**src/hdl/ord_pkg.sv**
```systemverilog
`timescale 1ns / 1ps

package ord_pkg;

  localparam int unsigned DATA_W   = 8;
  localparam int unsigned LEN_W    = 16;
  localparam int unsigned IN_TDATA_W  = 8;
  localparam int unsigned OUT_TDATA_W = 40;

  typedef enum logic [1:0] {
    PH_TYPE   = 2'd0,
    PH_LEN_LO = 2'd1,
    PH_LEN_HI = 2'd2,
    PH_BODY   = 2'd3
  } phase_t;

  typedef enum logic [1:0] {
    CLS_TYPE   = 2'd0,
    CLS_LENGTH = 2'd1,
    CLS_BODY   = 2'd2,
    CLS_CHECK  = 2'd3
  } byte_class_t;

  typedef struct packed {
    phase_t             phase;
    logic [DATA_W-1:0]  current_kind;
    logic [LEN_W-1:0]   record_length;
    logic [LEN_W-1:0]   bytes_seen;
    logic [DATA_W-1:0]  running_sum;
    logic               error_latch;
  } frame_state_t;

  typedef struct packed {
    logic [DATA_W-1:0]  byte_value;
    byte_class_t        byte_class;
    logic [DATA_W-1:0]  record_kind;
    logic [LEN_W-1:0]   body_offset;
    logic               record_end;
    logic               sum_good;
    logic               truncated;
    logic               sticky_error;
  } ord_result_t;

endpackage

```
**src/hdl/ord_step.sv**
```systemverilog
`timescale 1ns / 1ps

module ord_step (
  input  ord_pkg::frame_state_t          cur,
  input  logic [ord_pkg::DATA_W-1:0]     data_byte,
  input  logic                           image_last,
  output ord_pkg::frame_state_t          nxt,
  output ord_pkg::ord_result_t           res
);
  import ord_pkg::*;

  logic [DATA_W-1:0] sum;
  logic [LEN_W:0]    seen_inc;
  logic [LEN_W-1:0]  len_hi;
  logic              rec_end;
  logic              good;
  logic              trunc;
  logic              err;

  assign sum      = cur.running_sum + data_byte;
  assign seen_inc = {1'b0, cur.bytes_seen} + {{LEN_W{1'b0}}, 1'b1};
  assign len_hi   = {data_byte, cur.record_length[DATA_W-1:0]};

  always_comb begin
    nxt             = cur;
    nxt.running_sum = sum;
    res.byte_class  = CLS_TYPE;
    res.body_offset = '0;
    rec_end         = 1'b0;

    unique case (cur.phase)
      PH_TYPE: begin
        nxt.current_kind  = data_byte;
        nxt.bytes_seen    = '0;
        nxt.record_length = '0;
        nxt.phase         = PH_LEN_LO;
      end
      PH_LEN_LO: begin
        nxt.record_length = {{(LEN_W-DATA_W){1'b0}}, data_byte};
        res.byte_class    = CLS_LENGTH;
        nxt.phase         = PH_LEN_HI;
      end
      PH_LEN_HI: begin
        nxt.record_length = len_hi;
        res.byte_class    = CLS_LENGTH;
        // zero length: the record has no body and ends here
        if (len_hi == '0) begin
          rec_end = 1'b1;
        end else begin
          nxt.phase = PH_BODY;
        end
      end
      PH_BODY: begin
        res.body_offset = cur.bytes_seen;
        if (seen_inc >= {1'b0, cur.record_length}) begin
          res.byte_class = CLS_CHECK;
          rec_end        = 1'b1;
        end else begin
          res.byte_class = CLS_BODY;
          nxt.bytes_seen = seen_inc[LEN_W-1:0];
        end
      end
      default: begin
        nxt.phase = PH_TYPE;
      end
    endcase

    good  = rec_end && (sum == '0);
    trunc = image_last && !rec_end;
    err   = cur.error_latch || (rec_end && !good) || trunc;

    if (rec_end) begin
      nxt.phase       = PH_TYPE;
      nxt.running_sum = '0;
      nxt.bytes_seen  = '0;
    end

    // image end: restart framing and drop the error
    if (image_last) begin
      nxt.phase       = PH_TYPE;
      nxt.running_sum = '0;
      nxt.bytes_seen  = '0;
      nxt.error_latch = 1'b0;
    end else begin
      nxt.error_latch = err;
    end

    res.byte_value   = data_byte;
    res.record_kind  = nxt.current_kind;
    res.record_end   = rec_end;
    res.sum_good     = good;
    res.truncated    = trunc;
    res.sticky_error = err;
  end

endmodule

```
**src/hdl/ord_out_reg.sv**
```systemverilog
`timescale 1ns / 1ps

module ord_out_reg (
  input  logic                  clk,
  input  logic                  rst_n,
  input  logic                  load,
  input  ord_pkg::ord_result_t  res_in,
  input  logic                  take,
  output logic                  valid,
  output ord_pkg::ord_result_t  res_out
);
  import ord_pkg::*;

  logic        valid_r;
  logic        valid_nxt;
  ord_result_t res_r;

  always_comb begin
    valid_nxt = valid_r;
    if (load) begin
      valid_nxt = 1'b1;
    end else if (take) begin
      valid_nxt = 1'b0;
    end
  end

  always_ff @(posedge clk) begin
    if (!rst_n) begin
      valid_r <= 1'b0;
    end else begin
      valid_r <= valid_nxt;
    end
  end

  // payload needs no reset; hold until a new transaction is loaded
  always_ff @(posedge clk) begin
    if (load) begin
      res_r <= res_in;
    end
  end

  assign valid   = valid_r;
  assign res_out = res_r;

endmodule

```
**src/hdl/object_record_deframer.sv**
```systemverilog
`timescale 1ns / 1ps

// Channel | Direction | Signals                          | Contents
// in      | input     | in_tvalid/tready/tdata/tlast     | image byte, tlast = image end
// out     | output    | out_tvalid/tready/tdata/tuser/tlast | one result per byte,
//         |           |                                  | tlast = record end
// One byte per cycle while out_tready does not stall: the framing state updates in the
// cycle a byte is taken and its result sits in the output register on the next cycle.
// The output register is the only pipeline stage.
// Synchronous active-low reset returns framing to the type byte and clears the error.
// A stall on out_tready holds the result and drops in_tready until it is taken.
module object_record_deframer (
  input  logic                              clk,
  input  logic                              rst_n,
  input  logic                              in_tvalid,
  output logic                              in_tready,
  input  logic [ord_pkg::IN_TDATA_W-1:0]    in_tdata,   // [7:0] data_byte
  input  logic                              in_tlast,   // image_last
  output logic                              out_tvalid,
  input  logic                              out_tready,
  output logic [ord_pkg::OUT_TDATA_W-1:0]   out_tdata,  // [7:0] byte_value, [15:8]
                                                        // record_kind, [31:16] body_offset,
                                                        // [32] sum_good, [33] truncated,
                                                        // [34] sticky_error, [39:35] zero
  output logic [1:0]                        out_tuser,  // [1:0] byte_class
  output logic                              out_tlast   // record_end
);
  import ord_pkg::*;

  frame_state_t state_r;
  frame_state_t state_nxt;
  ord_result_t  step_res;
  ord_result_t  out_res;
  logic         in_accept;

  assign in_tready = !out_tvalid || out_tready;
  assign in_accept = in_tvalid && in_tready;

  ord_step u_step (
    .cur        (state_r),
    .data_byte  (in_tdata[DATA_W-1:0]),
    .image_last (in_tlast),
    .nxt        (state_nxt),
    .res        (step_res)
  );

  always_ff @(posedge clk) begin
    if (!rst_n) begin
      state_r <= '{phase: PH_TYPE, current_kind: '0, record_length: '0,
                   bytes_seen: '0, running_sum: '0, error_latch: 1'b0};
    end else if (in_accept) begin
      state_r <= state_nxt;
    end
  end

  ord_out_reg u_out (
    .clk     (clk),
    .rst_n   (rst_n),
    .load    (in_accept),
    .res_in  (step_res),
    .take    (out_tready),
    .valid   (out_tvalid),
    .res_out (out_res)
  );

  assign out_tdata = {5'd0, out_res.sticky_error, out_res.truncated, out_res.sum_good,
                      out_res.body_offset, out_res.record_kind, out_res.byte_value};
  assign out_tuser = out_res.byte_class;
  assign out_tlast = out_res.record_end;

endmodule
```
**config.mk**
```make
export PLATFORM = sky130hd
export DESIGN_NAME = object_record_deframer
export DESIGN_NICKNAME = d
export VERILOG_FILES = /design/src/hdl/ord_pkg.sv /design/src/hdl/ord_step.sv /design/src/hdl/ord_out_reg.sv /design/src/hdl/object_record_deframer.sv
export SDC_FILE = /design/constraint.sdc
export NUM_CORES = 1
export LEC_CHECK = 0
export ABC_CLOCK_PERIOD_IN_PS = 2900
export BUFFER_PORTS_ARGS = -buffer_cell sky130_fd_sc_hd__buf_2
export CORE_ASPECT_RATIO = 0.6
export CORE_UTILIZATION = 53
export DETAILED_ROUTE_END_ITERATION = 8
export PLACE_DENSITY = 0.75
export SLEW_MARGIN = 20
export SYNTH_ARGS = -nofsm -noshare
export SYNTH_HDL_FRONTEND = slang
export SYNTH_SLANG_ARGS = --single-unit
```
**constraint.sdc**
```tcl
create_clock -name clk -period 2.9 [get_ports clk]
set_input_delay 0.58 -clock clk [delete_from_list [all_inputs] [get_ports clk]]
set_output_delay 0.58 -clock clk [all_outputs]
set_load 0.005 [all_outputs]
```
==> impl_results.md <==
- Post-Layout Cell Count: 713
- I/O Buffers: 52
- Via count: 4102
- Area after DPL: 5480 um^2
- Clk slew on worst S/H paths: around 0.070 ns
- Kind of start point of the critical path: flop
- Routed vias/inst: approximately 5.8
- Flop pwr share: around half
- Failing checks: setup timing
- Commonest non-fill, non-tap cell in the layout: nand2_1
- Cell Chain, Critical Path: ha_4 > and3_4 > and4_1 > and3_4 > xor2_2 > ha_1 > nand4_1 > a31oi_4 > buf_6 > or4_4 > nor2_4 > buf_12 > nand4b_1 > nand3_1
- Core Util, Final: 71.1%
- Area growth from synthesis to layout: 28.3%
- IO Count: 58
- Final period utilization: 108%
- GRT Residual Overflow: 0
- Pint: approximately 0.0021 W
- Ant diodes: 0
- Residual DRC count: 0
- Synth cell types: 61
- Clock Latency Late Sink: roughly 0.34 ns
- Yosys warning total: 0
- CTS tree: yes
- Slowest CP cell: or4_4
- R2R setup slack: -0.24 ns
- Pin count of the biggest net entering global routing: 57
- Switching Share: between 20% and 30%
- Net Sw Power: just over 0.0007 W
- Endpoint class of the critical path: flop
- Post-synthesis cell area: 4780 um^2
- Clk buf depth: 2
- Ratio of cells with drive above 1 in the final layout: between 30 and 40%
- Async set-or-reset flop fraction in the synthesized netlist: 0%
- GP Congestion: 0.878
- Hold WC Path Type: reg2reg
- Fin Clk Skew: 0.00790 ns
- Arrival time at the worst endpoint: 3.42 ns
- Fmax: about 0.32 GHz
- CTS sink cnt: 90
- Chip height: roughly 76 um
- CP max FO: 8
- Status: complete, but fails checks
- Design area: just over 6000 um^2
- Initial Util: 55.5%
- DRT antenna net count: 0
- CP startpoint: state_r[10]
- Die area: between 9000 and 10000 um^2
- Main synth FF type: dfxtp_1
- Initial antenna violation count: 0
- DRT Wirelength: 12100 um
- Pwr dens: 460 nW/um^2
- Syn_area_per_cell: 9.58 um^2
- Worst slew margin: 44.4%
- Core Region: about 8600 um^2
- Root buffer cell: clkbuf_16
- Post-synth EDFFs: 38
- Sequential element share of the synthesized area: ~46%
- Reg-to-reg startpoint: state_r[10]
- First-pass GRT wire length: 18200 um
- Vias in the first global route: 3748
- Worst path required time: between 3 and 4 ns
- Max Slew Vio Count: 0
- Largest stage delay on the critical path: 0.54 ns
- CTS Hold Buffers Added: 0
- DR pass1 iterations: 5
- Share of the synthesized area in the top cell type: about a quarter
- Most frequent CP cell: and3_4
- Fin. Hold Viols: 0
- Most frequent cells in the layout: nand2_1, buf_4, buf_2
- HPWL after DPL: 7860 um
- Worst VDD drop: just over 0.0003 V
- Synth area leader: edfxtp_1
- Worst Slack Setup Final: -0.241 ns
- Clock network power share: 39.2%
- Hold Crit Start: state_r[42]
- Setup Viol. Count Final: 31
- Crit Path Category: reg2reg
- Post-synthesis cell count: about 500
- Worst-Margin Slew: 0.834 ns
- H-tree levels: 3
- Drt first-iter violations: between 300 and 400
- Seq cells post-synth: 90
- WP buf/inv: 2
- Total GRT Usage: 24.9%
- Top post-synthesis cells by area: edfxtp_1, dfxtp_1, ha_1
- Max-Cap Viols: 0
- RSZ-0062 raised after global routing: true
- CTS buffer count: 9
- Final net count: 638
- Cell family with most CP delay: simple AND/OR/NAND/NOR gates
- Leak: 2.48 nW
- Comb power frac: 11.5%
- Mean routed wirelength per cell: 17.0 um
- Row Count: 26
- Placed cell count: 685
- Die width: between 100 and 150 um
- Min Tclk post-route: approximately 3.1 ns
==> power groups by stage <==
stage	Clock, W	Combinational, W	Sequential (W)
4_1_cts	0.00112	0.000312	0.00139
3_5_place_dp	0	0.000303	0.00142
2_1_floorplan	0	0.000181	0.00142
5_1_grt	0.00117	0.000352	0.00140
3_3_place_gp	0	0.000294	0.00142
6_report	0.00111	0.000323	0.00139
==> synth_stat cells, types with 4 or more instances <==
cell type,count
nand4_1,13
o31ai_1,4
a22oi_1,4
nand2_1,58
clkbuf_1,19
nor2b_1,10
nand3_1,27
inv_1,22
edfxtp_1,38
nor2_1,18
a21oi_1,11
and3_1,6
a31oi_1,5
buf_4,6
nor3_1,6
xor2_1,6
o21ai_0,29
xnor2_1,13
ha_1,28
and2_1,24
dfxtp_1,52
nor3b_1,5
mux2_2,8
nor4_1,5
a21boi_0,26
==> worst register-to-register path, cell delays in order, from the launching register on <==
cell,delay [ns]
dfxtp_4,0.37
ha_4,0.14
and3_4,0.24
and4_1,0.22
and3_4,0.20
xor2_2,0.16
ha_1,0.26
nand4_1,0.19
a31oi_4,0.06
buf_6,0.13
or4_4,0.54
nor2_4,0.20
buf_12,0.15
nand4b_1,0.10
nand3_1,0.13
==> state kept, by name (all words and copies together), names as in the netlist <==
signal,count
u_out.valid,1
u_out.res_out,38
state_r,51
==> stage by stage <==
step                      hold WS [ns]  setup TNS, ns  power, W  worst slack (ns)
final                            0.463          -4.17   0.00282            -0.241
after global placement           0.446         -0.595   0.00171            -0.111
after floorplan                  0.434        -0.0427   0.00160           -0.0427
after detailed placement         0.456          -3.17   0.00172            -0.214
after CTS                        0.465          -1.87   0.00282            -0.137
after global routing             0.490          -7.12   0.00292            -0.347
==> kinds of logic (layout without fill, tap and decap cells) <==
logic type	count (synthesis)	after routing	share of synthesized area [%]
AND/OR/NAND/NOR	194	194	22.0
other	1	5	0.0784
buffers and inverters	55	153	4.89
flip-flops	90	90	45.6
XOR/XNOR	19	19	3.48
multiplexers	8	8	1.88
adder cells (fa/ha/maj)	29	29	7.75
AO/OA/AOI/OAI	103	103	14.3
==> metal layers <==
| layer | track usage (%) | vias up | routed length (um) |
|---|---|---|---|
| li1 | - | 1964 | - |
| met1 | 33.8 | 1941 | 5600 |
| met2 | 38.2 | 170 | 5340 |
| met3 | 7.09 | 27 | 977 |
| met4 | 9.91 | 0 | 199 |
| met5 | 0 | - | 0 |
==> final cells by class <==
cell class / instances / area [um^2]
clock buffers: 10 / 229
clock inverters: 6 / 48.8
fillers: 606 / 2490
inverters: 23 / 86.3
multi-input cells: 358 / 2660
flip-flops and latches: 90 / 2190
well taps: 112 / 140
repair buffers: 114 / 774
==> repair_timing <==
| item | CTS | global route |
|---|---|---|
| gates resized for setup | 28 | 38 |
| pin swaps | 17 | 20 |
| cloned | 0 | 1 |
| setup buffers | 3 | 9 |
| endpoints found under the setup margin | 30 | 32 |
==> worst paths after layout <==
| kind | depth (start not counted) | to |
|---|---|---|
| hold / removal | 2 | state_r[42] |
| hold reg to reg | 2 | state_r[42] |
| setup reg to reg | 14 | state_r[20] |
| setup / recovery | 14 | state_r[20] |
No activity file was read; power rests on OpenSTA's default activity.
